`src/rtl/core/hftw_ram.sv`:
```
`timescale 1ns / 1ps
`default_nettype none
// ----------------------------------------------------------------------------
// Generic single-port RAM
// One write or one read per cycle; the read data is registered.
// ----------------------------------------------------------------------------
module hftw_ram #(
  parameter int unsigned WIDTH = 8,
  parameter int unsigned DEPTH = 16
) (
  input  wire logic                     clk_i,
  input  wire logic                     we_i,
  input  wire logic                     re_i,
  input  wire logic [$clog2(DEPTH)-1:0] addr_i,
  input  wire logic [WIDTH-1:0]         wdata_i,
  output logic      [WIDTH-1:0]         rdata_o
);

  logic [WIDTH-1:0] mem_q [DEPTH];
  logic [WIDTH-1:0] rdata_q;

  // Storage array with a registered read port.
  always_ff @(posedge clk_i) begin
    if (we_i) begin
      mem_q[addr_i] <= wdata_i;
    end
    if (re_i) begin
      rdata_q <= mem_q[addr_i];
    end
  end

  assign rdata_o = rdata_q;

endmodule
`default_nettype wire

```
`config.mk`:
```
export PLATFORM = sky130hd
export DESIGN_NAME = hftw_ram
export DESIGN_NICKNAME = d
export VERILOG_FILES = /design/src/rtl/core/hftw_ram.sv
export SDC_FILE = /design/constraint.sdc
export NUM_CORES = 1
export LEC_CHECK = 0
export BUFFER_PORTS_ARGS = -buffer_cell sky130_fd_sc_hd__buf_4
export CAP_MARGIN = 20
export CELL_PAD_IN_SITES_DETAIL_PLACEMENT = 0
export CELL_PAD_IN_SITES_GLOBAL_PLACEMENT = 1
export CORE_UTILIZATION = 50
export DETAILED_ROUTE_END_ITERATION = 6
export PLACE_DENSITY_LB_ADDON = 0.1
export SYNTH_ARGS = -nofsm -noshare
export SYNTH_HDL_FRONTEND = slang
export SYNTH_SLANG_ARGS = --single-unit
```
`constraint.sdc`:
```
create_clock -name clk_i -period 2.35 [get_ports clk_i]
set_clock_uncertainty 0.1 [all_clocks]
set_input_delay 0.235 -clock clk_i [delete_from_list [all_inputs] [get_ports clk_i]]
set_output_delay 0.235 -clock clk_i [all_outputs]
set_load 0.01 [all_outputs]
```
======== Word level (Yosys, flattened, before mapping) ========
Memory sizes are Yosys's and may differ from the RTL's. A register that Yosys moved wholly into a read port is not among the register bits.
Index checks and enable logic that the tools add are counted.
word-level totals
  bits of input ports ..................... 15
  word-level logic and storage cells ...... 3
  memories kept ........................... 1
  bits in registers ....................... 0
  output and inout bits ................... 8
  memory bits (writable) .................. 128
cells by class
  mux-type cells .......................... 2
memory list
  memory  depth  width  read ports  clocked after Yosys merged registers in  wr ports  line  RTL
  mem_q   16     8      1           1                                        1         19    logic [WIDTH-1:0] mem_q [DEPTH];
operators by type and width
  cell     count
  $mux W1  2

======== Logic depth before layout (Yosys ltp) ========
  depth after elaboration ................. 2
  gate-level depth with buffers ........... 5

======== Worst setup path before layout ========
Ideal clock, no wire load.
  kind .................................... input-to-reg
  start point ............................. in addr_i[2]
  end point ............................... mem mem_q[0][0], enable pin
  path slack .............................. 522 ps
  stages on the path ...................... 2
  required time ........................... 1867 ps
  arrival ................................. 1345 ps
  path buffers ............................ 0
  library setup time ...................... 383 ps
  cells stage by stage .................... or3b_2 > nor3_1
RTL lines
  element          line  RTL
  start, declared  14    input wire logic [$clog2(DEPTH)-1:0] addr_i,
  end, declared    19
Straight into the memory's write port.

==> impl_metrics.ini <==
[sta]
relSlewSlack = 0.478
worst_slew_pin_slew_ns = 0.780
fmax_mhz = 592
hold_viol_final = 0
slew_violations = 0
fin_crit_ns = 1.69
setup_tns_ns = 0
setup_violations = 0
rsz0062_at_grt = no
finalCritPeriodShare = 0.718

[power_and_ir_drop]
seqPwrFrac = 0.495
comb_power_share = 0.049
p_per_area_nw_per_um2 = 885
switching_share = 0.209
ir_drop_mv = 0.536
switching_power_mw = 1.16
p_leak_nw = 2.09
clkPwrFrac = 0.456
power.internal_mw = 4.39
p_total_mw = 5.55

[logic_synthesis]
synth-seq-cells = 136
syn_inst = 230
synth.distinct_cells = 17
synth_nets = 245
yosys_warnings = 0
yosysSeqAreaShare = 0.793
synth_area_um2 = 5150
avgSynthCellArea_um2 = 22.4

[floorplan]
die-area_um2 = 10700
die_x_um = 103
rows = 36
core_um2 = 9860
die_y_um = 103
io_pins = 23
start_util = 0.522

[setup_path]
critPathMaxFanout = 39
r2r-start = mem_q[3][0]$_DFFE_PP_
worstPathArrival_ns = 1.84
regToRegSetupSlack_ns = 0.70
cp-start-kind = primary input
reg2regPathDepth = 3
r2r_end = rdata_o[0]$_DFFE_PP_
end_kind = register
crit_path_end = rdata_o[0]$_DFFE_PP_
worstSetupPathType = primary input to register
required_ns = 2.50
cp-startpoint = addr_i[0]

[placed_design]
hpwl_um = 6320
globalplace.congestion = 0.734
io_buffer_count = 22
dpl_cell_area_um2 = 5600

[clocking]
cts_tree = yes
path_clk_slew_ns = 0.06
ctsLongestPathBuffers = 2
htree_num_levels = 4
clk_latency_ns = 0.51
cts_setup_buffers = 0
ctsResizeCount = 0
root_buffer = clkbuf_8
hold_buffers = 9
cts_buffers = 17
cts.sinks = 136

[drt]
wl_per_cell_um = 21.5
drc = 0
final_antenna_net_count = 0
routed_wl_um = 9420
firstDrtPassIters = 4
drtIter0Drc = 122
via_per_inst = 5.52
routed-via-count = 2422

[job]
max_cap_violations = 0

[grt]
grt_start_max_net_pins = 40
antenna_found_initial = 0
grt_pass1_wl_um = 14500
grt_pass1_vias = 2481
grt_util_all_layers = 0.204
grt_overflow = 0

[worst_hold_path]
hold_path_class = primary input to register

[cells_and_area]
area_delta_synth_final_pct = 21.8
n_antenna_cell = 0
drive_above_1_share = 0.359
final_net_count = 308
finalInstanceArea_um2 = 6270

[status]
outcome = completed
cell usage after synthesis (all sizes together):
master / instances / area (um^2)
nor2: 13 / 48.8
buf: 8 / 47.5
nand2b: 2 / 12.5
or3b: 1 / 8.76
a22oi: 16 / 120
edfxtp: 136 / 4080
nor2b: 2 / 12.5
and2: 1 / 6.26
nand3: 1 / 5.00
nor3: 4 / 20.0
mux4: 32 / 721
nand3b: 2 / 15.0
clkbuf: 3 / 12.5
nand2: 9 / 33.8
flip-flops by register name (all words and copies together) (netlist names):
register	count
mem_q	128
rdata_o	8
placed cells by master, fill, tap and decap left out:
master / count
a22oi_1: 16
and2_1: 1
buf_4: 46
bufinv_16: 2
clkbuf_1: 1
clkbuf_16: 16
clkbuf_8: 1
clkinv_4: 5
clkinvlp_4: 3
dlygate4sd3_1: 9
edfxtp_1: 136
inv_6: 3
inv_8: 1
mux4_2: 32
nand2_1: 9
nand2b_1: 2
nand3_1: 1
nand3b_1: 2
nor2_1: 13
nor2b_1: 2
nor3_1: 4
or3b_2: 1
worst min path at each step:
stage | slack, ns | end | startpoint | depth (start not counted)
2_1_floorplan | 0.23 | mem_q[0][0]$_DFFE_PP_ | wdata_i[0] | 0
3_3_place_gp | 0.45 | mem_q[6][4]$_DFFE_PP_ | wdata_i[4] | 1
3_5_place_dp | 0.45 | rdata_o[7]$_DFFE_PP_ | re_i | 1
4_1_cts | 0.18 | mem_q[2][7]$_DFFE_PP_ | addr_i[2] | 3
5_1_grt | 0.20 | mem_q[2][7]$_DFFE_PP_ | addr_i[2] | 3
6_report | 0.21 | mem_q[2][7]$_DFFE_PP_ | addr_i[2] | 3
metrics by stage:
stage	util	instances	worst slack [ns]	hold WS, ns
after floorplan	-	230	0.522	0.234
after CTS	0.636	439	0.662	0.176
after detailed placement	0.568	398	0.115	0.451
after global routing	0.636	439	0.551	0.202
final	0.636	439	0.662	0.207
after global placement	0.568	398	0.112	0.446
cell families after synthesis:
logic type      Yosys count  synth area share
buf+inv                  11            0.0117
simple gates             35            0.0316
compound gates           16            0.0233
mux                      32             0.140
flops                   136             0.793
power by group through the flow:
stage               Clock (mW)  Combinational (mW)  Sequential, mW
CTS                       2.58               0.279            2.75
finish                    2.53               0.273            2.75
detailed placement           0               0.266            2.80
global route              2.68               0.298            2.75
floorplan                    0               0.140            2.80
global placement             0               0.263            2.80
worst max-delay path, cell delays in order:
cell	delay (ns)
buf_4	0.54
mux4_2	0.59
a22oi_1	0.33
nand2_1	0.12
per-layer routing:
layer	up-vias	global-route usage	share of wire
met5	-	0	0
met4	0	0.0834	0.015
met3	11	0.0551	0.051
met2	68	0.312	0.50
met1	1240	0.280	0.43
li1	1103	-	-
cell type report:
| type | instances | area, um^2 |
|---|---|---|
| timing repair buffer | 55 | 435 |
| sequential | 136 | 4080 |
| fill | 668 | 3590 |
| clock buffer | 18 | 418 |
| multi-input combinational | 83 | 1000 |
| clock inverter | 14 | 164 |
| tap | 133 | 166 |
Note: power is estimated with default switching activity, not from simulation.
