File: config.mk
export PLATFORM = sky130hd
export DESIGN_NAME = hftw_emit
export DESIGN_NICKNAME = d
export VERILOG_FILES = /design/src/rtl/core/hftw_pkg.sv /design/src/rtl/core/hftw_emit.sv
export SDC_FILE = /design/constraint.sdc
export NUM_CORES = 1
export LEC_CHECK = 0
export ABC_CLOCK_PERIOD_IN_PS = 2900
export BUFFER_PORTS_ARGS = -buffer_cell sky130_fd_sc_hd__buf_2
export CELL_PAD_IN_SITES_DETAIL_PLACEMENT = 1
export CELL_PAD_IN_SITES_GLOBAL_PLACEMENT = 2
export CORE_AREA = 2 2 47 49
export DETAILED_ROUTE_END_ITERATION = 16
export DIE_AREA = 0 0 49 51
export PLACE_DENSITY = 0.84
export SLEW_MARGIN = 25
export SYNTH_ARGS = -nofsm -noshare
export SYNTH_HDL_FRONTEND = slang
export SYNTH_SLANG_ARGS = --single-unit
export TNS_END_PERCENT = 1
File: constraint.sdc
create_clock -name clk_i -period 2.9 [get_ports clk_i]
set_clock_uncertainty 0.1 [all_clocks]
set_input_delay 0.58 -clock clk_i [delete_from_list [all_inputs] [get_ports clk_i]]
set_output_delay 0.58 -clock clk_i [all_outputs]
set_load 0.03 [all_outputs]
File: src/rtl/core/hftw_pkg.sv
`timescale 1ns / 1ps
`default_nettype none
// ----------------------------------------------------------------------------
// Huffman tree-walk decoder package
// Shared widths, command codes, the node entry layout and the struct that
// carries symbol requests from the walker to the output stage.
// ----------------------------------------------------------------------------
package hftw_pkg;

  // Default size of the node table.
  localparam int unsigned NodeCountDef = 512;

  // Field widths.
  localparam int unsigned IdxW = 9;
  localparam int unsigned SymW = 8;
  localparam int unsigned CmdW = 2;
  localparam int unsigned InDataW = 48;

  // Command codes carried on the input tuser.
  localparam logic [CmdW-1:0] CMD_WRITE   = 2'd0;
  localparam logic [CmdW-1:0] CMD_DECODE  = 2'd1;
  localparam logic [CmdW-1:0] CMD_RESTART = 2'd2;

  // Configuration register indexes.
  localparam logic REG_ROOT = 1'b0;

  // One node table entry.
  typedef struct packed {
    logic            leaf;
    logic [SymW-1:0] sym;
    logic [IdxW-1:0] left;
    logic [IdxW-1:0] right;
  } node_t;

  localparam int unsigned NodeW = $bits(node_t);

  // Request from the walker to the output stage.
  typedef struct packed {
    logic            emit;
    logic [SymW-1:0] sym;
    logic            flush;
  } emit_req_t;

endpackage
`default_nettype wire

File: src/rtl/core/hftw_emit.sv
`timescale 1ns / 1ps
`default_nettype none
// ----------------------------------------------------------------------------
// Huffman decoder output stage
// Holds back the latest symbol of a byte so that the final one can be marked,
// and drives the registered output stream.
// ----------------------------------------------------------------------------
module hftw_emit (
  input  wire logic                           clk_i,
  input  wire logic                           rst_ni,
  input  wire hftw_pkg::emit_req_t            req_i,
  output logic                                ready_o,
  output logic                                m_axis_tvalid_o,
  input  wire logic                           m_axis_tready_i,
  output logic      [hftw_pkg::SymW-1:0]      m_axis_tdata_o,
  output logic                                m_axis_tlast_o
);

  logic                      pend_valid_q, pend_valid_d;
  logic [hftw_pkg::SymW-1:0] pend_sym_q, pend_sym_d;
  logic                      out_valid_q, out_valid_d;
  logic [hftw_pkg::SymW-1:0] out_sym_q, out_sym_d;
  logic                      out_last_q, out_last_d;
  logic                      out_free;
  logic                      push;

  // A new symbol or a flush can be taken once the held symbol has room.
  assign out_free = !out_valid_q || m_axis_tready_i;
  assign ready_o  = !pend_valid_q || out_free;
  assign push     = ready_o && pend_valid_q && (req_i.emit || req_i.flush);

  // Next values of the held symbol and the output register.
  always_comb begin
    pend_valid_d = pend_valid_q;
    pend_sym_d   = pend_sym_q;
    out_valid_d  = out_valid_q;
    out_sym_d    = out_sym_q;
    out_last_d   = out_last_q;
    if (push) begin
      out_valid_d = 1'b1;
      out_sym_d   = pend_sym_q;
      out_last_d  = req_i.flush;
    end else if (m_axis_tready_i) begin
      out_valid_d = 1'b0;
    end
    if (ready_o && req_i.emit) begin
      pend_valid_d = 1'b1;
      pend_sym_d   = req_i.sym;
    end else if (ready_o && req_i.flush) begin
      pend_valid_d = 1'b0;
    end
  end

  // Control flags.
  always_ff @(posedge clk_i or negedge rst_ni) begin
    if (!rst_ni) begin
      pend_valid_q <= 1'b0;
      out_valid_q  <= 1'b0;
    end else begin
      pend_valid_q <= pend_valid_d;
      out_valid_q  <= out_valid_d;
    end
  end

  // Payload.
  always_ff @(posedge clk_i) begin
    pend_sym_q <= pend_sym_d;
    out_sym_q  <= out_sym_d;
    out_last_q <= out_last_d;
  end

  assign m_axis_tvalid_o = out_valid_q;
  assign m_axis_tdata_o  = out_sym_q;
  assign m_axis_tlast_o  = out_last_q;

endmodule
`default_nettype wire

* Yosys cells after proc, flatten, opt, wreduce, memory -nomap -nowiden *
Index checks and enable logic that the tools add are counted.

word-level totals
  word-level logic and storage cells = 20
  register bits after elaboration = 19
  input bits = 13

operators by class
  multiplexer cells = 4
  reduce and logical (&&, ||, !) cells = 11

operators by type and width
  kind               number
  $logic_and 1x1->1  4
  $mux 1             4
  $reduce_bool 2->1  2
  $logic_or 1x1->1   3
  $logic_not 1->1    2

* Longest topological paths before layout *
Gate-level depths: netlist of the first run.

  depth in word-level cells = 6
  gate-level depth with buffers = 2
  mapped depth without buffers = 2

* Least setup slack after synthesis of the first run *
OpenSTA, ideal clock, no wires.

  path kind = register to output
  from = register out_valid_q, in the netlist m_axis_tvalid_o
  to = output ready_o
  arrival = 0.961 ns
  stages on the path, launching flop included = 3
  path buffers = 0
  slack = 1.259 ns
  cells stage by stage = dfrtp_1 nor2b_4 nand2_1

on the way
  longest elaborated chain between the ends = 3

ends and longest elaborated chain
  what                    line             text
  from (decl)             hftw_emit.sv:21  logic out_valid_q, out_valid_d;
  from (signal assigned)  hftw_emit.sv:61  out_valid_q <= out_valid_d;
  $logic_not 1->1         hftw_emit.sv:28  assign out_free = !out_valid_q || m_axis_tready_i;
  $logic_or 1x1->1        hftw_emit.sv:28
  $logic_or 1x1->1        hftw_emit.sv:29  assign ready_o = !pend_valid_q || out_free;
  to (decl)               hftw_emit.sv:12  output logic ready_o,

Every way passes these cells.

* Worst setup path after layout of the first run *
Same ends and word-level chain as after synthesis.

==> results of run 1 <==
## worst paths after layout
kind	from	end	slack [ns]	cells past startpoint
max reg2reg	m_axis_tvalid_o	pend_sym_q[6]	1.28	2
min in group asynchronous	rst_ni	m_axis_tvalid_o	0.50	2
min	pend_sym_q[1]	m_axis_tdata_o[1]	0.33	0
max	m_axis_tvalid_o	ready_o	1.11	3
max in group asynchronous	rst_ni	pend_valid_q	2.11	2
min reg2reg	pend_sym_q[1]	m_axis_tdata_o[1]	0.33	0
## kinds of logic (layout without fill, tap and decap cells)
group                  count (synthesis)  count (layout)
buffers and inverters                  1              29
DFF                                   19              19
AOI/OAI and AO/OA                      3               3
and+or+nand+nor                        6               6
## power groups by stage
stage / sequential (mW) / clock, mW / combinational, mW
2_1_floorplan: 0.367 / 0 / 0.0229
3_3_place_gp: 0.341 / 0 / 0.0752
3_5_place_dp: 0.341 / 0 / 0.0766
6_report: 0.335 / 0.123 / 0.0765
5_1_grt: 0.337 / 0.145 / 0.0832
4_1_cts: 0.335 / 0.129 / 0.0779
## through the flow
step,instance area [um^2],hold WS (ns),util [%],setup WS (ns)
detailed placement,788.3,0.2659,38.21,1.072
global placement,788.3,0.2673,38.21,1.103
global route,825.8,0.3327,40.02,1.032
CTS,825.8,0.3292,40.02,1.077
finish,825.8,0.3266,40.02,1.111
floorplan,638.1,0.1844,-,1.259
## worst reg2reg max path, stage by stage (launching register included)
cell	delay, ns
dfrtp_1	0.43
nor2b_4	0.15
a21oi_1	0.58
## sequential cells by signal (all words and copies together) (netlist names)
name / count
m_axis_tdata_o: 8
m_axis_tlast_o: 1
m_axis_tvalid_o: 1
pend_sym_q: 8
pend_valid_q: 1
## metal layers
layer | vias to the layer above | global-route usage (%) | share of wire, %
li1 | 165 | - | -
met1 | 163 | 7.602 | 38
met2 | 12 | 13.93 | 54
met3 | 0 | 2.632 | 7.9
met4 | 0 | 7.143 | 0
met5 | - | 0 | 0
## what timing repair did
action	4_1_cts	5_1_grt
setup endpoints to repair	0	0
hold buffers	1	0
hold endpoints to repair	2	0
buffers inserted	0	0
## cell type report
cell class | count | area share [%]
multi-input cells | 9 | 8.939
well taps | 28 | 4.242
clock inverters | 1 | 0.6061
repair buffers | 24 | 15.15
flip-flops and latches | 19 | 67.88
inverters | 1 | 0.4545
clock buffers | 3 | 2.727
## Yosys cell counts, drive strengths merged
master   n  area share, %
a31oi    1            3.3
edfxtp  17             80
nor2b    1            2.2
o21ai    1           0.78
nand2b   1            2.2
a21oi    1           0.78
nor2     2            1.2
inv      1           0.59
nand2    2            1.2
dfrtp    2            7.8
==> impl_metrics.ini, run 1 <==
[run_status]
outcome = finished, final reports clean

[die]
chipHeight_um = 51
pin_count = 24
die_w_um = 49
core_area_um2 = 2063
rows = 17
initial_core_util_pct = 30.93
dieArea_um2 = 2499

[clocking]
ctsResizeCount = 0
cts_buffers = 3
max-clock-path-buffers = 2
cts_tree = built
clockRootBuffer = clkbuf_4
clock_sinks = 19
clkSlewWorstSetupHoldPaths_ns = 0.10
clock_latency_ns = 0.29
htree_levels = 1

[power]
finalPower_mw = 0.5340
ir_worst_vdd_mv = 0.2891
clkPwrFrac_pct = 23.0
power.share.switching_pct = 24.77
power_frac_seq_pct = 62.6
leakagePower_nw = 0.3324
power_density_nw_per_um2 = 646.6
p_switching_mw = 0.1323
internal_power_mw = 0.4017
power_frac_comb_pct = 14.3

[logic_synthesis]
synth_top_family_by_area = simple AND/OR/NAND/NOR gates
yosys.area_share.simple_pct = 6.667
synthMuxAreaShare_pct = 0
synth_compound_area_share_pct = 4.902
avgSynthCellArea_um2 = 22.00
ys_warn_count = 0
synth-xor-area-share_pct = 0
netlist_area_um2 = 638.1
synth_nets = 42
ys_types = 10
synthAdderAreaFrac_pct = 0
ys_seq_area_share_pct = 87.84
syn_inst = 29
synth_seq_cells = 19

[layout]
area.growth.synth_to_final_pct = 29.41
multiInputGateArea_um2 = 73.82
fin_nets = 71
num_antenna_cells = 0
regArea_um2 = 560.5
drive_gt1_share_pct = 52.63
stdcell_count = 85
fillers = 217
final_cell_mix = buf_2, edfxtp_1, clkbuf_4
final_common_cell = buf_2

[global_route]
grt_use_total_pct = 8.026
antenna_found_initial = 0
grt_pass1_wl_mm = 1.400
overflow = 0
grt_max_degree = 12
first_global_vias = 351

[sta]
setup_viol = 0
fin_crit_sh_pct = 61.70
relSlewSlack_pct = 51.87
max_freq_ghz = 0.5589
slew_violations = 0
setup_tns_ns = 0
hold_viol_final = 0
min_period_ns = 1.789
tightest_slew_ns = 0.7220
rsz0062_at_grt = false

[route]
drt_iter0_drc = 0
drc = 0
vias_per_cell = 4.000
drt_wl_total_um = 884
routedWlPerCell_um = 10.40
first_pass_iters = 1
vias = 340
antenna_left = 0

[run]
cap_violations = 0

[setup_path]
critical_path.top_delay_family = flip-flops
critPathMaxStageDelay_ns = 0.41
setup.worst_path.class = reg2out
end_kind = output pin
cp_max_fo = 3
cp-start-kind = register
crit_path_top_delay_cell = dfrtp_1
worst-path-buf-inv = 1
worstPathArrival_ns = 1.11
required_ns = 2.22
cp_cell_sequence = nor2b_4 -> nand2_1 -> buf_2

[min_path]
worstHoldPathType = reg2reg

[placed_design]
routabilityCongestion = 0.6395
dp_hpwl_um = 706.2
post-place-cells = 80
numPortBuffers = 23
(Power assumes the default switching activity.)
==> run 2, diff against run 1 <==
ABC_AREA = 1   (was not set)
ABC_CLOCK_PERIOD_IN_PS = 1700   (was 2900)
CORE_AREA = 2 2 49 51   (was 2 2 47 49)
DIE_AREA = 0 0 51 53   (was 0 0 49 51)
PLACE_DENSITY = 0.79   (was 0.84)
clock period = 1.7 ns   (was 2.9 ns; I/O delays follow)
==> run 2 against run 1 <==
Synthesized cell count grew 14%. Hold slack worse by 0.20 ns. First-iteration DRC count did not move. Via count unchanged. Largest cell class unchanged.
==> impl_metrics.ini, run 2 <==
[power]
power.share.switching_pct = 23.89
clkPwrFrac_pct = 23.6
leakagePower_nw = 0.3464
p_switching_mw = 0.2131
power_frac_seq_pct = 63.3
internal_power_mw = 0.6789
ir_worst_vdd_mv = 0.3713
finalPower_mw = 0.8920
power_frac_comb_pct = 13.1
power_density_nw_per_um2 = 1093

[setup_path]
critPathMaxStageDelay_ns = 0.43
worstPathArrival_ns = 1.01
cp-start-kind = register
cp_cell_sequence = nand3_2 -> buf_2
crit_path_top_delay_cell = dfrtp_1
end_kind = output pin
required_ns = 1.26
setup.worst_path.class = reg2out
cp_max_fo = 4

[global_route]
grt_use_total_pct = 8.180
antenna_found_initial = 0
first_global_vias = 335
grt_pass1_wl_mm = 1.497
grt_max_degree = 11
overflow = 0

[route]
drt_iter0_drc = 0
drt_wl_total_um = 992
first_pass_iters = 1
vias = 340
antenna_left = 0
drc = 0
vias_per_cell = 3.778
routedWlPerCell_um = 11.02

[layout]
final_core_util_pct = 37.97
final_cell_mix = buf_2, edfxtp_1, nand2_1
drive_gt1_share_pct = 45.16
final_common_cell = buf_2
num_antenna_cells = 0
fin_nets = 76
area.growth.synth_to_final_pct = 31.19
fillers = 233

[logic_synthesis]
synth_area_leaders = edfxtp_1, dfrtp_1, nand2_1, inv_1, nand3_2
synth_seq_cells = 19
syn_inst = 33
ys_types = 8
synthTopCellsByCount = edfxtp_1, nand2_1, inv_1
ys_seq_area_share_pct = 90.14
netlist_area_um2 = 621.8
synth_top_area_share_pct = 82.09
ys_warn_count = 0
synth.most_common_cell = edfxtp_1
synth_nets = 46
synth.largest_area_cell = edfxtp_1
avgSynthCellArea_um2 = 18.84
synth-edff-count = 17
async_reset_ff_share_pct = 10.53
synth-main-ff-cell = edfxtp_1

[clocking]
cts_buffers = 3
clock_sinks = 19
cts_hold_buf = 1
cts_tree = built
ctsResizeCount = 0
clock_latency_ns = 0.28
max-clock-path-buffers = 2
htree_levels = 1
clkSlewWorstSetupHoldPaths_ns = 0.10
clockRootBuffer = clkbuf_4
post_cts_buffers = 0

[sta]
max_freq_ghz = 0.6881
min_period_ns = 1.453
setup_tns_ns = 0
fin_crit_sh_pct = 85.49
slew_violations = 0
setup_viol = 0
relSlewSlack_pct = 81.24
tightest_slew_ns = 0.2812
rsz0062_at_grt = false
hold_viol_final = 0

[die]
core_area_um2 = 2148
pin_count = 24
initial_core_util_pct = 28.95
rows = 17
chipHeight_um = 53
dieArea_um2 = 2703
die_w_um = 51

[placed_design]
routabilityCongestion = 0.6986
numPortBuffers = 23

[min_path]
worstHoldPathType = in2reg

[run]
cap_violations = 0

[run_status]
outcome = finished, final reports clean
run 2: final cells by class:
class	instances	area [um^2]	area share, %
flip-flops and latches	19	560.5	68.71
repair buffers	25	132.6	16.26
multi-input cells	10	46.29	5.675
inverters	4	15.01	1.840
well taps	28	35.03	4.294
clock buffers	4	26.28	3.221
run 2: power by group through the flow:
stage | clock, mW | combinational, mW | sequential (mW)
2_1_floorplan | 0 | 0.0280 | 0.616
3_3_place_gp | 0 | 0.115 | 0.572
3_5_place_dp | 0 | 0.117 | 0.576
4_1_cts | 0.222 | 0.119 | 0.566
5_1_grt | 0.242 | 0.127 | 0.568
6_report | 0.210 | 0.117 | 0.565
run 2: layer usage:
| metal | wire (um) | global-route usage (%) |
|---|---|---|
| met1 | 377 | 8.791 |
| met2 | 546 | 13.85 |
| met3 | 47 | 0.8475 |
| met4 | 19 | 8.108 |
| met5 | 0 | 0 |
run 2: metrics by stage:
| step | std cells | hold slack (ns) | cell area (um^2) | worst slack, ns |
|---|---|---|---|---|
| floorplan | 33 | -0.05559 | 621.8 | 0.1482 |
| global placement | 85 | 0.02623 | 779.5 | 0.4459 |
| detailed placement | 85 | 0.02959 | 779.5 | 0.4139 |
| CTS | 90 | 0.1182 | 815.8 | 0.2401 |
| global route | 90 | 0.1115 | 815.8 | 0.1822 |
| finish | 90 | 0.1265 | 815.8 | 0.2467 |
run 2: logic make-up (layout without fill, tap and decap cells):
| family | Yosys count | after routing | share of synthesized area (%) |
|---|---|---|---|
| buffers and inverters | 4 | 33 | 2.414 |
| AOI/OAI and AO/OA | 1 | 1 | 0.8041 |
| and+or+nand+nor | 9 | 9 | 6.640 |
| DFF | 19 | 19 | 90.14 |
run 2: path summary, 6_finish.rpt:
path	startpoint	endpoint	slack [ns]	cells after the start
min in group asynchronous	rst_ni	pend_valid_q	0.26	2
hold / removal	req_i[1]	pend_sym_q[0]	0.13	1
hold reg to reg	pend_sym_q[3]	m_axis_tdata_o[3]	0.33	0
setup / recovery	pend_valid_q	ready_o	0.25	2
max in group asynchronous	rst_ni	m_axis_tvalid_o	1.15	2
setup reg to reg	m_axis_tvalid_o	m_axis_tdata_o[3]	0.46	4
run 2: worst max-delay path: cells and delay by family (launching register included):
family,cells,cell delay [ns]
simple gates,1,0.10
buf+inv,1,0.20
flops,1,0.43
==> run 3, diff against run 2 <==
CORE_AREA = 2 2 47 49   (was 2 2 49 51)
CTS_BUF_LIST = sky130_fd_sc_hd__clkbuf_8   (was not set)
DIE_AREA = 0 0 49 51   (was 0 0 51 53)
PLACE_DENSITY = 0.85   (was 0.79)
==> run 3 against run 2 <==
Global-route usage up 2.1 points. Largest power group unchanged. Non-clock buffer count unchanged. Utilization rose by 2.5 points. Critical path depth unchanged. Largest cell class unchanged.
==> impl_metrics.ini, run 3 (same netlist as run 2, synthesis figures left out) <==
[setup_path]
r2r-start = m_axis_tvalid_o
r2r_slack_ns = 0.49
timing.rr.end = m_axis_tdata_o[1]
end_kind = output pin
critPathMaxStageDelay_ns = 0.41
worstPathArrival_ns = 0.96
cp_cell_sequence = nand3_2 -> buf_2
reg2reg_depth = 4
cp-start-kind = register
cp_max_fo = 4
crit_path_top_delay_cell = dfrtp_1
required_ns = 1.26
setup.worst_path.class = reg2out

[die]
dieArea_um2 = 2499
initial_core_util_pct = 30.14
core_area_um2 = 2063
rows = 17
chipHeight_um = 51
pin_count = 24
die_w_um = 49

[route]
routedWlPerCell_um = 11.59
first_pass_iters = 2
vias = 355
antenna_left = 0
drc = 0
drt_iter0_drc = 2
drt_wl_total_mm = 1.043
vias_per_cell = 3.944

[placed_design]
dp_hpwl_um = 841.6
routabilityCongestion = 0.6144
dpl_worst_slack_ns = 0.4106
post-place-cells = 85
numPortBuffers = 23

[sta]
fin_crit_sh_pct = 82.16
rsz0062_at_grt = false
relSlewSlack_pct = 81.29
holdWs_ns = 0.1686
max_freq_ghz = 0.7160
slew_violations = 0
layout_setup_ws_ns = 0.3033
setup_viol = 0
tightest_slew_ns = 0.2803
min_period_ns = 1.397
setup_tns_ns = 0
hold_viol_final = 0

[run_status]
outcome = finished, final reports clean

[layout]
area.growth.synth_to_final_pct = 34.21
fillers = 236
regArea_um2 = 560.5
stdcell_count = 90
final_core_util_pct = 40.45
final_cell_mix = buf_2, edfxtp_1, inv_1, nand2_1, clkbuf_8
fin_nets = 76
final_common_cell = buf_2
multiInputGateArea_um2 = 46.29
num_antenna_cells = 0
drive_gt1_share_pct = 45.16

[power]
leakagePower_nw = 0.3583
clkPwrFrac_pct = 29.7
power.share.switching_pct = 23.04
p_switching_mw = 0.2241
power_density_nw_per_um2 = 1165
internal_power_mw = 0.7486
power_frac_seq_pct = 58.1
power_frac_comb_pct = 12.1
ir_worst_vdd_mv = 0.6746

[global_route]
grt_pass1_wl_mm = 1.787
antenna_found_initial = 0
grt_max_degree = 11
grt_use_total_pct = 10.25
first_global_vias = 385
overflow = 0

[run]
cap_violations = 0

[min_path]
min_from = req_i[6]
hold_path_end = pend_sym_q[5]
worstHoldPathType = in2reg
min_delay_path_depth = 1

[clocking]
cts_hold_buf = 1
clockRootBuffer = clkbuf_8
cts_buffers = 3
cts_tree = built
htree_levels = 1
max-clock-path-buffers = 2
post_cts_buffers = 0
clock_sinks = 19
ctsResizeCount = 0
clock_latency_ns = 0.24
clkSlewWorstSetupHoldPaths_ns = 0.06
[run 3: changes by cell type in the layout (fill, tap and decap cells not counted), sizes merged]
| cell | delta |
|---|---|
| clkbuf | -1 |
| inv | +1 |
[run 3: final cells by class]
cell class / count / area share (%)
Sequential cell: 19 / 67.17
Inverter: 4 / 1.799
Timing Repair Buffer: 25 / 15.89
Clock buffer: 3 / 4.948
Tap cell: 28 / 4.198
Multi-Input combinational cell: 10 / 5.547
Clock inverter: 1 / 0.4498
[run 3: power groups by stage]
stage	combinational (mW)	sequential, mW	clock (mW)
2_1_floorplan	0.0280	0.616	0
3_3_place_gp	0.114	0.573	0
3_5_place_dp	0.118	0.577	0
4_1_cts	0.120	0.567	0.298
5_1_grt	0.128	0.569	0.327
6_report	0.118	0.566	0.289
[run 3: worst max-delay path by stage]
stage | start | end
after global placement | m_axis_tready_i | m_axis_tdata_o[1]
after CTS | pend_valid_q | ready_o
after floorplan | m_axis_tvalid_o | m_axis_tdata_o[0]
after detailed placement | m_axis_tready_i | m_axis_tdata_o[3]
after global routing | pend_valid_q | ready_o
final | pend_valid_q | ready_o
[run 3: metrics by stage]
| stage | cell area (um^2) | total power, mW |
|---|---|---|
| final | 834.6 | 0.9727 |
| after global routing | 834.6 | 1.024 |
| after detailed placement | 779.5 | 0.6943 |
| after floorplan | 621.8 | 0.6439 |
| after global placement | 779.5 | 0.6869 |
| after CTS | 834.6 | 0.9838 |
[run 3: worst max-delay path, delay by kind of cell, from the launching register on]
family | cells | cell delay (ns)
AND/OR/NAND/NOR | 1 | 0.10
flip-flops | 1 | 0.41
buffers and inverters | 1 | 0.20
[run 3: routing by layer]
layer	part of all wire (%)	up-vias	track usage [%]
met4	2.0	0	10.00
met5	0	-	0
met3	6.9	2	2.047
met1	39	164	10.79
met2	52	17	17.12
li1	-	172	-
