===== src/rtl/core/hftw_pkg.sv =====
`timescale 1ns / 1ps
`default_nettype none
// ----------------------------------------------------------------------------
// Huffman tree-walk decoder package
// Shared widths, command codes, the node entry layout and the struct that
// carries symbol requests from the walker to the output stage.
// ----------------------------------------------------------------------------
package hftw_pkg;

  // Default size of the node table.
  localparam int unsigned NodeCountDef = 512;

  // Field widths.
  localparam int unsigned IdxW = 9;
  localparam int unsigned SymW = 8;
  localparam int unsigned CmdW = 2;
  localparam int unsigned InDataW = 48;

  // Command codes carried on the input tuser.
  localparam logic [CmdW-1:0] CMD_WRITE   = 2'd0;
  localparam logic [CmdW-1:0] CMD_DECODE  = 2'd1;
  localparam logic [CmdW-1:0] CMD_RESTART = 2'd2;

  // Configuration register indexes.
  localparam logic REG_ROOT = 1'b0;

  // One node table entry.
  typedef struct packed {
    logic            leaf;
    logic [SymW-1:0] sym;
    logic [IdxW-1:0] left;
    logic [IdxW-1:0] right;
  } node_t;

  localparam int unsigned NodeW = $bits(node_t);

  // Request from the walker to the output stage.
  typedef struct packed {
    logic            emit;
    logic [SymW-1:0] sym;
    logic            flush;
  } emit_req_t;

endpackage
`default_nettype wire


===== src/rtl/core/hftw_walk.sv =====
`timescale 1ns / 1ps
`default_nettype none
// ----------------------------------------------------------------------------
// Huffman decoder tree walker
// Shifts the code byte out bit by bit and follows the node table from the
// kept walk position, one node read per step, taking no input until done.
// ----------------------------------------------------------------------------
module hftw_walk #(
  parameter int unsigned NODE_COUNT = hftw_pkg::NodeCountDef
) (
  input  wire logic                             clk_i,
  input  wire logic                             rst_ni,
  // Input item
  input  wire logic                             in_valid_i,
  output logic                                  in_ready_o,
  input  wire logic      [hftw_pkg::CmdW-1:0]   cmd_i,
  input  wire logic      [hftw_pkg::IdxW-1:0]   node_index_i,
  input  wire logic      [hftw_pkg::SymW-1:0]   code_byte_i,
  // Register
  input  wire logic      [hftw_pkg::IdxW-1:0]   root_i,
  // Node memory
  output logic                                  mem_we_o,
  output logic                                  mem_re_o,
  output logic           [$clog2(NODE_COUNT)-1:0] mem_addr_o,
  input  wire logic      [hftw_pkg::NodeW-1:0]  mem_rdata_i,
  // Output stage
  output hftw_pkg::emit_req_t                   req_o,
  input  wire logic                             req_ready_i
);

  localparam int unsigned AW = $clog2(NODE_COUNT);

  localparam logic [1:0] S_IDLE  = 2'd0;
  localparam logic [1:0] S_HERE  = 2'd1;
  localparam logic [1:0] S_NEXT  = 2'd2;
  localparam logic [1:0] S_FLUSH = 2'd3;

  logic [1:0]                state_q, state_d;
  logic [hftw_pkg::IdxW-1:0] walk_q, walk_d;
  logic [hftw_pkg::SymW-1:0] byte_q, byte_d;
  logic [3:0]                bits_q, bits_d;
  logic                      oor_q;
  logic                      rd_en;
  logic [hftw_pkg::IdxW-1:0] rd_idx;
  logic                      wr_en;
  logic                      rd_in_range;
  logic                      wr_in_range;
  logic [31:0]               rd_wide;
  logic [31:0]               wr_wide;
  hftw_pkg::node_t           entry;
  logic [hftw_pkg::IdxW-1:0] child;

  // Entries beyond the table read as an inner node with both children zero.
  assign entry  = oor_q ? '0 : hftw_pkg::node_t'(mem_rdata_i);
  assign child  = byte_q[hftw_pkg::SymW-1] ? entry.right : entry.left;

  // Walk sequencer.
  always_comb begin
    state_d    = state_q;
    walk_d     = walk_q;
    byte_d     = byte_q;
    bits_d     = bits_q;
    rd_en      = 1'b0;
    rd_idx     = walk_q;
    wr_en      = 1'b0;
    in_ready_o = 1'b0;
    req_o      = '0;
    case (state_q)
      S_IDLE: begin
        // The walker is always ready here, so a valid item is a transfer.
        in_ready_o = 1'b1;
        if (in_valid_i) begin
          case (cmd_i)
            hftw_pkg::CMD_WRITE: begin
              wr_en = wr_in_range;
            end
            hftw_pkg::CMD_DECODE: begin
              byte_d  = code_byte_i;
              bits_d  = 4'd8;
              rd_en   = 1'b1;
              rd_idx  = walk_q;
              state_d = S_HERE;
            end
            hftw_pkg::CMD_RESTART: begin
              walk_d = root_i;
            end
            default: begin
            end
          endcase
        end
      end
      S_HERE, S_NEXT: begin
        if (entry.leaf) begin
          // A leaf emits its symbol and sends the walk back to the root.
          req_o.emit = 1'b1;
          req_o.sym  = entry.sym;
          if (req_ready_i) begin
            walk_d = root_i;
            if (state_q == S_HERE) begin
              bits_d = bits_q - 4'd1;
              byte_d = {byte_q[hftw_pkg::SymW-2:0], 1'b0};
            end
            if ((state_q == S_HERE && bits_q == 4'd1) ||
                (state_q == S_NEXT && bits_q == 4'd0)) begin
              state_d = S_FLUSH;
            end else begin
              rd_en   = 1'b1;
              rd_idx  = root_i;
              state_d = S_HERE;
            end
          end
        end else if (bits_q == 4'd0) begin
          state_d = S_FLUSH;
        end else begin
          // An inner node: step to the child chosen by the next code bit.
          walk_d  = child;
          bits_d  = bits_q - 4'd1;
          byte_d  = {byte_q[hftw_pkg::SymW-2:0], 1'b0};
          rd_en   = 1'b1;
          rd_idx  = child;
          state_d = S_NEXT;
        end
      end
      S_FLUSH: begin
        req_o.flush = 1'b1;
        if (req_ready_i) begin
          state_d = S_IDLE;
        end
      end
      default: begin
        state_d = S_IDLE;
      end
    endcase
  end

  // Table range checks and memory address.
  assign rd_wide     = 32'(rd_idx);
  assign wr_wide     = 32'(node_index_i);
  assign rd_in_range = rd_wide < NODE_COUNT;
  assign wr_in_range = wr_wide < NODE_COUNT;
  assign mem_we_o    = wr_en;
  assign mem_re_o    = rd_en;
  assign mem_addr_o  = wr_en ? wr_wide[AW-1:0] : rd_wide[AW-1:0];

  // Control state.
  always_ff @(posedge clk_i or negedge rst_ni) begin
    if (!rst_ni) begin
      state_q <= S_IDLE;
      walk_q  <= '0;
      bits_q  <= '0;
      oor_q   <= 1'b0;
    end else begin
      state_q <= state_d;
      walk_q  <= walk_d;
      bits_q  <= bits_d;
      if (rd_en) begin
        oor_q <= !rd_in_range;
      end
    end
  end

  // Code bit shift register.
  always_ff @(posedge clk_i) begin
    byte_q <= byte_d;
  end

endmodule
`default_nettype wire


===== config.mk =====
export PLATFORM = sky130hd
export DESIGN_NAME = hftw_walk
export DESIGN_NICKNAME = d
export VERILOG_FILES = /design/src/rtl/core/hftw_pkg.sv /design/src/rtl/core/hftw_walk.sv
export SDC_FILE = /design/constraint.sdc
export NUM_CORES = 1
export LEC_CHECK = 0
export BUFFER_PORTS_ARGS = -buffer_cell sky130_fd_sc_hd__buf_2
export CELL_PAD_IN_SITES_DETAIL_PLACEMENT = 1
export CELL_PAD_IN_SITES_GLOBAL_PLACEMENT = 1
export CORE_MARGIN = 2
export CORE_UTILIZATION = 38
export CTS_CLUSTER_DIAMETER = 120
export DETAILED_ROUTE_END_ITERATION = 10
export PLACE_DENSITY_LB_ADDON = 0.2
export SLEW_MARGIN = 10
export SYNTH_ARGS = -nofsm -noshare
export SYNTH_HDL_FRONTEND = slang
export SYNTH_SLANG_ARGS = --single-unit

===== constraint.sdc =====
create_clock -name clk_i -period 5.7 [get_ports clk_i]
set_input_delay 1.14 -clock clk_i [delete_from_list [all_inputs] [get_ports clk_i]]
set_output_delay 1.14 -clock clk_i [all_outputs]
set_load 0.1 [all_outputs]

Word-level counts from Yosys, hierarchy flattened
Index checks and enable logic that the tools add are counted.
W data, S select, Z words.
{"block": "totals", "regBits": 24, "latchBits": 0, "ramBits": 0, "rom_bits": 0, "in_bits": 59, "output_inout_bits": 22, "elab_cells": 82, "mem_count": 0}
{"block": "op_classes", "addsub": 1, "mul": 0, "div_mod_pow": 0, "order_cmp": 2, "eq_ne": 13, "n_shift": 0, "muxes": 49, "n_bitwise": 0, "n_reduce_logical": 12}
{"operator": "$mux W9", "n": 13}
{"operator": "$mux W8", "n": 6}
{"operator": "$mux W27", "n": 1}
{"operator": "$mux W4", "n": 6}
{"operator": "$lt A9 B10 Y1 const B", "n": 2}
{"operator": "$pmux W9 S2", "n": 1}
{"operator": "$pmux W8 S2", "n": 1}
{"operator": "$mux W1", "n": 12}
{"operator": "$mux W2", "n": 6}
{"operator": "$ne A3 B3 Y1 const B", "n": 3}
{"operator": "$pmux W4 S2", "n": 1}
{"operator": "$reduce_and A4 Y1", "n": 2}
{"operator": "$eq A2 B2 Y1 const B", "n": 3}
{"operator": "$pmux W2 S3", "n": 1}
{"operator": "$reduce_and A6 Y1", "n": 1}
{"operator": "$eq A2 B1 Y1 const B", "n": 2}
{"operator": "$eq A4 B1 Y1 const B", "n": 1}
{"operator": "$logic_not A2 Y1", "n": 2}
{"operator": "$logic_not A4 Y1", "n": 1}
{"operator": "$ne A2 B1 Y1 const B", "n": 2}
{"operator": "$ne A2 B2 Y1 const B", "n": 2}
{"operator": "$sub A4 B1 Y4 const B", "n": 1}
{"operator": "$logic_and A1 B1 Y1", "n": 2}
{"operator": "$pmux W1 S2", "n": 1}
{"operator": "4 further kinds", "n": 4}

Depth between registers and ports, before layout
Gate-level depths: netlist of run 1.
{"block": "depth", "word_depth": 9, "mapped_depth": 8, "ltp_nobuf": 6}

Worst setup path before layout of run 1
No wires, ideal clock.
{"block": "synth_timing", "path_kind": "input -> output", "start": "in mem_rdata_i[26] in the netlist's numbering", "end": "out mem_addr_o[0]", "arrival_ns": 3.377, "t_required_ns": 4.560, "setup_slack_ns": 1.183, "stages": 5, "path_buffers": 2, "cell_sequence": "and2_1 > buf_2 > clkbuf_1 > nand4b_1 > nand3_1"}
{"block": "synth_via", "elab_chain_len": 4}
{"item": "start, declared", "line": "hftw_walk.sv:25", "source": "input wire logic [hftw_pkg::NodeW-1:0] mem_rdata_i,"}
{"item": "$mux W27", "line": "hftw_walk.sv:54", "source": "assign entry = oor_q ? '0 : hftw_pkg::node_t'(mem_rdata_i);"}
{"item": "$mux W9", "line": "hftw_walk.sv:93", "source": "if (entry.leaf) begin"}
{"item": "$mux W9"}
{"item": "$mux W9", "line": "hftw_walk.sv:143", "source": "assign mem_addr_o = wr_en ? wr_wide[AW-1:0] : rd_wide[AW-1:0];"}
{"item": "end, declared", "line": "hftw_walk.sv:24", "source": "output logic [$clog2(NODE_COUNT)-1:0] mem_addr_o,"}
No other way between the ends.

Worst setup path after layout of run 1
Same ends and word-level chain as after synthesis.

==> results.sh, run 1 <==
export IMPL_outcome="completed"
export IMPL_finalSetupTns_ns=0
export IMPL_synthFlopType="dfrtp_1"
export IMPL_relSlewSlack_pct=46.0
export IMPL_mostFrequentLayoutCells="buf_2, nor3_1, dfrtp_1"
export IMPL_grt_setup_unrepaired="no"
export IMPL_num_rows=26
export IMPL_cp_start_kind="primary input"
export IMPL_cts_buffer_depth=2
export IMPL_io_buffers=80
export IMPL_place_congestion=0.774
export IMPL_core_area_mm2=0.00517
export IMPL_via_per_inst=5.58
export IMPL_yosys_warnings=0
export IMPL_final_cells=374
export IMPL_synth_area_leader_cell="dfrtp_1"
export IMPL_cp_slowest_cell="and2_1"
export IMPL_cap_violations=0
export IMPL_dpl_cell_count=370
export IMPL_synth_seq_cells=23
export IMPL_die_h_um=77.7
export IMPL_slew_violations=0
export IMPL_cp_common_cell="buf_2"
export IMPL_drtIter0Drc=67
export IMPL_synth_nets=303
export IMPL_avgSynthCellArea_um2=8.74
export IMPL_synth_seq_area_share_pct=29.8
export IMPL_crit_arrival_ns=3.19
export IMPL_grt_pass1_vias=2006
export IMPL_cts_resized=0
export IMPL_cts_sinks=23
export IMPL_synthDistinctLibCells=49
export IMPL_cp_num_cells=6
export IMPL_tightest_slew_ns=0.810
export IMPL_hpwl_mm=4.49
export IMPL_cts_setup_buffers=0
export IMPL_finClkSkew_ns=0.00182
export IMPL_reg2reg_depth=6
export IMPL_min_period_ns=4.33
export IMPL_pre_cts_ws_ns=1.40
export IMPL_critPathBufInv=2
export IMPL_io_pins=81
export IMPL_final_common_cell="buf_2"
export IMPL_gr_total_overflow=0
export IMPL_grt_usage_pct=19.8
export IMPL_cts_buffers=3
export IMPL_synth_cells=236
export IMPL_grt_pass1_wl_mm=9.82
export IMPL_grt_max_degree=33
export IMPL_path_delay_family="simple AND/OR/NAND/NOR gates"
export IMPL_avgRoutedWirePerCell_um=15.8
export IMPL_slowest_delay_ns=0.73
export IMPL_die_w_um=77.7
export IMPL_ys_async_sr_fraction_pct=65.2
export IMPL_worstPathMaxFanout=24
export IMPL_crit_required_ns=4.56
export IMPL_antenna_found_initial=0
export IMPL_vias=2088
export IMPL_cts_root_buffer="clkbuf_8"
export IMPL_clkLatencyLatePin_ns=0.27
export IMPL_drt_first_pass_iters=4
export IMPL_fillCellCount=658
export IMPL_setup_ws_ns=1.37
export IMPL_initial_utilization_pct=39.9
export IMPL_multi_input_area_mm2=0.00129
export IMPL_clk_pin_slew_ns=0.08
export IMPL_hold_path_depth=1
export IMPL_die_area_mm2=0.00603
export IMPL_yosys_top_cells_area="dfrtp_1, edfxtp_1, ha_1"
export IMPL_syn_area_mm2=0.00206
export IMPL_htree_levels=1
export IMPL_syn_to_final_growth_pct=22.0
export IMPL_drc=0
export IMPL_routed_wl_mm=5.92
export IMPL_holdBufCountCts=0
export IMPL_setup_viol=0
export IMPL_layout_nets=372
export IMPL_synth_edf_count=8
export IMPL_hold_viol_final=0
export IMPL_end_kind="primary output"
export IMPL_cts_tree="built"
export IMPL_critPathKind="primary input to primary output"
export IMPL_path_cells="buf_2 -> and2_1 -> nand2_1 -> or3_1 -> nand3_1 -> buf_2"
export IMPL_ant_nets=0
export IMPL_yosysTopAreaCellShare_pct=18.2
export IMPL_ff_latch_area_um2=616
export IMPL_layout_drive_gt1_share_pct=33.2
export IMPL_fin_crit_sh_pct=75.9
export IMPL_worstHoldPathType="flop to flop"
export IMPL_insertedDiodeCount=0
export IMPL_max_freq_mhz=231
area by class of cell:
cell class / instances / share of cell area [%]
Tap cell: 70 / 3.48
Sequential cell: 23 / 24.5
Clock inverter: 1 / 0.199
Multi-Input combinational cell: 180 / 51.5
Clock buffer: 3 / 1.64
Inverter: 15 / 2.24
Timing Repair Buffer: 82 / 16.5
metrics by stage:
stage	hold WS [ns]	cell area, µm²	util, %
after floorplan	0.477	2060	-
after global routing	0.556	2520	48.6
after global placement	0.500	2470	47.8
after detailed placement	0.504	2470	47.8
after CTS	0.526	2520	48.6
final	0.523	2520	48.6
routing by layer:
layer / wire length (µm) / share of wire, % / GRT usage, %
met1: 2780 / 47 / 27.2
met5: 0 / 0 / 0
met2: 2790 / 47 / 32.2
met3: 300 / 5.1 / 2.91
met4: 51 / 0.86 / 5.54
sequential cells by signal, indices dropped and copies added, names as in the netlist:
signal	cells
byte_q	8
state_q	2
bits_q	4
walk_q	9
synthesized netlist by cell type, types with 2 or more instances:
library cell,n
nor3_1,19
dfrtp_1,15
inv_1,14
nand2_1,14
nor2_1,13
nand3_1,12
a21oi_1,10
nand4b_1,10
o21ai_0,10
mux2i_1,9
o2bb2ai_1,9
o32ai_1,9
or3_1,9
and3_1,8
buf_2,8
edfxtp_1,8
ha_1,8
clkbuf_1,7
mux2_2,7
nand2b_1,5
buf_6,2
nor2b_1,2
o311ai_1,2
worst paths after layout:
kind                                         from  slack, ns                     to
min in group asynchronous                  rst_ni       0.77  bits_q[0]$_DFFE_PN0P_
hold / removal              walk_q[0]$_DFFE_PN0P_       0.52  walk_q[0]$_DFFE_PN0P_
max in group asynchronous                  rst_ni       4.67  walk_q[6]$_DFFE_PN0P_
setup reg to reg           state_q[0]$_DFFE_PN0P_       2.91    byte_q[7]$_DFFE_PP_
hold reg to reg             walk_q[0]$_DFFE_PN0P_       0.52  walk_q[0]$_DFFE_PN0P_
setup / recovery                  mem_rdata_i[26]       1.37          mem_addr_o[0]
cells by family after synthesis:
logic type,synth area share (%)
AOI/OAI and AO/OA,21.2
adders and majority gates,4.85
and+or+nand+nor,28.0
DFF,29.8
buffers and inverters,7.40
muxes,8.73
Power of run 1 is not shown: default switching activity piles up to over one toggle a cycle in this logic, so the estimate is an artifact.
==> run 2, diff against run 1 <==
ABC_AREA = 1   (was not set)
CORE_UTILIZATION = 29   (was 38)
clock period = 3.8 ns   (was 5.7 ns; I/O delays follow)
==> run 2 against run 1 <==
Non-clock buffer count rose by 3. First-iteration DRC count fell by 6.0%. Clock skew rose by 0.0038 ns. Utilization fell by 8.3 points. Critical path depth rose by 6. Worst setup slack got worse by 0.79 ns. Cell count rose by 30%. Sequential cell count did not move. Synthesized cell count rose by 40%. Cell area rose by 8.4%. Critical path type is now flop to primary output.
==> results.sh, run 2 <==
export IMPL_regMostFlops="walk_q"
export IMPL_drt_first_pass_iters=4
export IMPL_synth_seq_cells=23
export IMPL_htree_levels=1
export IMPL_slew_violations=0
export IMPL_ys_async_sr_fraction_pct=65.2
export IMPL_num_rows=30
export IMPL_synthFlopType="dfrtp_1"
export IMPL_ant_nets=0
export IMPL_max_freq_mhz=311
export IMPL_reg_top3="walk_q x9, byte_q x8, bits_q x4"
export IMPL_cp_start_kind="flop"
export IMPL_largest_reg_flops=9
export IMPL_yosys_warnings=0
export IMPL_synth_nets=398
export IMPL_fin_crit_sh_pct=84.5
export IMPL_vias=2302
export IMPL_via_per_inst=4.72
export IMPL_die_w_um=87.2
export IMPL_hold_viol_final=0
export IMPL_drc=0
export IMPL_tightest_slew_ns=0.493
export IMPL_crit_required_ns=3.04
export IMPL_initial_utilization_pct=29.7
export IMPL_min_period_ns=3.21
export IMPL_crit_arrival_ns=2.45
export IMPL_synth_cells=331
export IMPL_syn_area_mm2=0.00201
export IMPL_final_common_cell="nand2_1"
export IMPL_setup_viol=0
export IMPL_cts_tree="built"
export IMPL_layout_drive_gt1_share_pct=26.5
export IMPL_cts_root_buffer="clkbuf_8"
export IMPL_mostFrequentLayoutCells="nand2_1, buf_2, nor2_1"
export IMPL_reg2reg_depth=8
export IMPL_finalSetupTns_ns=0
export IMPL_cts_setup_buffers=0
export IMPL_worstHoldPathType="primary input to async pin"
export IMPL_die_h_um=87.2
export IMPL_synth_common_cells="nand2_1, nor2_1, inv_1"
export IMPL_cts_sinks=23
export IMPL_insertedDiodeCount=0
export IMPL_synthDistinctLibCells=24
export IMPL_holdBufCountCts=0
export IMPL_io_pins=81
export IMPL_synth_seq_area_share_pct=30.6
export IMPL_yosysTopAreaCellShare_pct=18.7
export IMPL_outcome="completed"
export IMPL_end_kind="primary output"
export IMPL_yosysMostFrequentCell="nand2_1"
export IMPL_grt_setup_unrepaired="no"
export IMPL_relSlewSlack_pct=67.4
export IMPL_cts_resized=0
export IMPL_gr_total_overflow=0
export IMPL_grt_usage_pct=18.1
export IMPL_cts_buffer_depth=2
export IMPL_routed_wl_mm=6.57
export IMPL_clk_pin_slew_ns=0.09
export IMPL_synth_edf_count=8
export IMPL_synth_area_leader_cell="dfrtp_1"
export IMPL_die_area_mm2=0.00761
export IMPL_avgRoutedWirePerCell_um=13.5
export IMPL_cap_violations=0
export IMPL_critPathKind="flop to primary output"
export IMPL_layout_nets=476
export IMPL_hpwl_mm=5.03
export IMPL_grt_pass1_wl_mm=11.0
export IMPL_place_congestion=0.783
export IMPL_core_area_mm2=0.00676
export IMPL_clkLatencyLatePin_ns=0.27
export IMPL_worstPathMaxFanout=11
export IMPL_grt_pass1_vias=2312
export IMPL_avgSynthCellArea_um2=6.07
export IMPL_io_buffers=80
export IMPL_drtIter0Drc=63
export IMPL_yosys_top_cells_area="dfrtp_1, nand2_1, edfxtp_1"
export IMPL_finClkSkew_ns=0.00561
export IMPL_antenna_found_initial=0
export IMPL_syn_to_final_growth_pct=35.7
export IMPL_grt_max_degree=32
export IMPL_cts_buffers=3
==> run 2: final timing paths <==
kind / startpoint / slack, ns / to
max reg2reg: state_q[0]$_DFFE_PN0P_ / 1.61 / walk_q[2]$_DFFE_PN0P_
max: state_q[0]$_DFFE_PN0P_ / 0.59 / mem_addr_o[4]
min: rst_ni / 0.40 / state_q[1]$_DFFE_PN0P_
min in group clk_i: byte_q[2]$_DFFE_PP_ / 0.54 / byte_q[3]$_DFFE_PP_
min reg2reg: byte_q[2]$_DFFE_PP_ / 0.54 / byte_q[3]$_DFFE_PP_
max in group asynchronous: rst_ni / 3.13 / walk_q[2]$_DFFE_PN0P_
==> run 2: final cells by class <==
cell class | instances | area [µm²]
flip-flops and latches | 23 | 616
clock buffers | 3 | 41.3
multi-input cells | 244 | 1180
repair buffers | 85 | 588
well taps | 80 | 100
inverters | 52 | 195
fillers | 912 | 4030
clock inverters | 1 | 7.51
==> run 2: routing by layer <==
metal  global-route usage, %  wire length, µm  vias to the layer above
li1                        -                -                     1189
met1                    23.4             3000                     1067
met2                    31.9             3280                       42
met3                    2.94              240                        4
met4                    3.22               53                        0
met5                       0                0                        -
==> run 2: logic make-up after synthesis <==
group / count (synthesis) / synth area share (%)
simple gates: 190 / 39.0
buf+inv: 64 / 12.6
compound gates: 44 / 11.9
flops: 23 / 30.6
fa+ha+maj: 8 / 4.98
xor+xnor: 2 / 0.872
==> run 2: worst max-delay path, cell delays in order, from the launching register on <==
cell     delay (ns)
dfrtp_1        0.41
inv_1          0.09
ha_1           0.35
inv_2          0.12
nor2_1         0.10
buf_4          0.17
nand2_1        0.15
inv_2          0.18
nand2_1        0.07
nand2_1        0.09
nor2_1         0.06
a21oi_2        0.18
buf_12         0.19
==> run 2: through the flow <==
stage          std cells  cell area, µm²  worst slack, ns  util, %  hold slack, ns
2_1_floorplan        331            2050            0.173        -           0.464
5_1_grt              488            2730            0.394     40.4           0.413
3_5_place_dp         484            2680            0.869     39.6           0.514
6_report             488            2730            0.587     40.4           0.396
4_1_cts              488            2730            0.545     40.4           0.403
3_3_place_gp         484            2680            0.911     39.6           0.503
Power of run 2 is left out for the same reason.
==> run 3, diff against run 2 <==
CORE_UTILIZATION = 32   (was 29)
clock period = 3.11 ns   (was 3.8 ns; I/O delays follow)
==> run 3 against run 2 <==
Die area decreased by 8.9%. Utilization increased by 7.3 points. Cell area is 4.7% higher. Count of clock-buffer cells in the layout stayed put. Critical path type unchanged.
==> results.sh, run 3 (synthesis gave the netlist of run 2 again) <==
export IMPL_outcome="completed"
export IMPL_drt_first_pass_iters=4
export IMPL_vias=2400
export IMPL_cts_root_buffer="clkbuf_8"
export IMPL_clk_pin_slew_ns=0.10
export IMPL_routed_wl_mm=6.83
export IMPL_startpoint="state_q[0]$_DFFE_PN0P_"
export IMPL_hold_viol_final=0
export IMPL_final_common_cell="nand2_1"
export IMPL_mostFrequentLayoutCells="nand2_1, buf_2, nor2_1"
export IMPL_met2_usage_pct=32.5
export IMPL_grt_pass1_vias=2432
export IMPL_die_w_um=83.2
export IMPL_cap_violations=0
export IMPL_avgRoutedWirePerCell_um=14.0
export IMPL_grt_max_degree=22
export IMPL_die_area_mm2=0.00693
export IMPL_finalSetupTns_ns=0
export IMPL_holdBufCountCts=0
export IMPL_met3_usage_pct=2.29
export IMPL_crit_arrival_ns=2.31
export IMPL_cts_sinks=23
export IMPL_ant_nets=0
export IMPL_largest_reg_flops=9
export IMPL_max_freq_mhz=341
export IMPL_place_congestion=0.805
export IMPL_num_rows=28
export IMPL_slew_violations=0
export IMPL_fin_crit_sh_pct=94.3
export IMPL_cts_buffers=3
export IMPL_io_pins=81
export IMPL_core_area_mm2=0.00599
export IMPL_die_h_um=83.2
export IMPL_cts_buffer_depth=2
export IMPL_reg2reg_to="walk_q[7]$_DFFE_PN0P_"
export IMPL_crit_end="mem_addr_o[8]"
export IMPL_min_period_ns=2.93
export IMPL_cts_tree="built"
export IMPL_layout_nets=480
export IMPL_initial_utilization_pct=33.5
export IMPL_use_met1_pct=29.0
export IMPL_relSlewSlack_pct=67.8
export IMPL_antenna_found_initial=0
export IMPL_layout_drive_gt1_share_pct=27.7
export IMPL_setup_viol=0
export IMPL_io_buffers=80
export IMPL_drc=0
export IMPL_finClkSkew_ns=0.0112
export IMPL_end_kind="primary output"
export IMPL_reg_top3="walk_q x9, byte_q x8, bits_q x4"
export IMPL_r2r_setup_slack_ns=0.86
export IMPL_htree_levels=1
export IMPL_regMostFlops="walk_q"
export IMPL_drtIter0Drc=141
export IMPL_cp_start_kind="flop"
export IMPL_hpwl_mm=5.21
export IMPL_grt_usage_pct=20.5
export IMPL_tightest_slew_ns=0.486
export IMPL_grt_pass1_wl_mm=11.7
export IMPL_syn_to_final_growth_pct=42.1
export IMPL_worstPathMaxFanout=11
export IMPL_critPathKind="flop to primary output"
export IMPL_regToRegStartpoint="state_q[0]$_DFFE_PN0P_"
export IMPL_crit_required_ns=2.49
export IMPL_reg2reg_depth=9
export IMPL_busiest_layer="met2"
export IMPL_insertedDiodeCount=0
export IMPL_clkLatencyLatePin_ns=0.28
export IMPL_via_per_inst=4.93
export IMPL_gr_total_overflow=0
export IMPL_grt_setup_unrepaired="no"
export IMPL_worstHoldPathType="primary input to async pin"
==> run 3: worst max-delay path: stages, from the launching register on <==
cell and delay, ns:
dfrtp_1 0.42, inv_1 0.12, ha_4 0.30, inv_2 0.09
nor2_2 0.14, buf_6 0.17, nand4_1 0.12, o21ai_1 0.17
nor2_1 0.11, a21oi_4 0.18, buf_12 0.19
==> run 3: area by class of cell <==
class	instances	area, µm²
Clock buffer	3	41.3
Clock inverter	1	7.51
Fill cell	823	3140
Inverter	52	198
Multi-Input combinational cell	244	1260
Sequential cell	23	616
Tap cell	75	93.8
Timing Repair Buffer	89	637
==> run 3: per-layer routing <==
metal  up-vias  wire length (µm)
li1       1201                 -
met1      1099              3200
met3        10               473
met4         0               114
met2        90              3040
met5         -                 0
==> run 3: through the flow <==
stage	util, %	cells	hold slack, ns	instance area, µm²	worst slack (ns)
4_1_cts	47.3	485	0.256	2830	0.0539
6_report	47.7	487	0.243	2860	0.178
3_5_place_dp	46.3	481	0.514	2770	0.267
2_1_floorplan	-	331	0.326	2120	0.145
3_3_place_gp	46.3	481	0.506	2770	0.327
5_1_grt	47.7	487	0.257	2860	0.0303
==> run 3: how the worst min path moves through the flow <==
stage,endpoint,cells after the start
global route,bits_q[3]$_DFFE_PN0P_,1
CTS,bits_q[3]$_DFFE_PN0P_,1
finish,bits_q[3]$_DFFE_PN0P_,1
global placement,byte_q[5]$_DFFE_PP_,2
floorplan,bits_q[0]$_DFFE_PN0P_,0
detailed placement,byte_q[7]$_DFFE_PP_,2
==> run 3: repair_timing <==
item,CTS,global route
resized for setup,1,3
endpoints found under the setup margin,8,8
pin swaps,0,1
setup buffers,0,2
Power of run 3 is left out for the same reason.
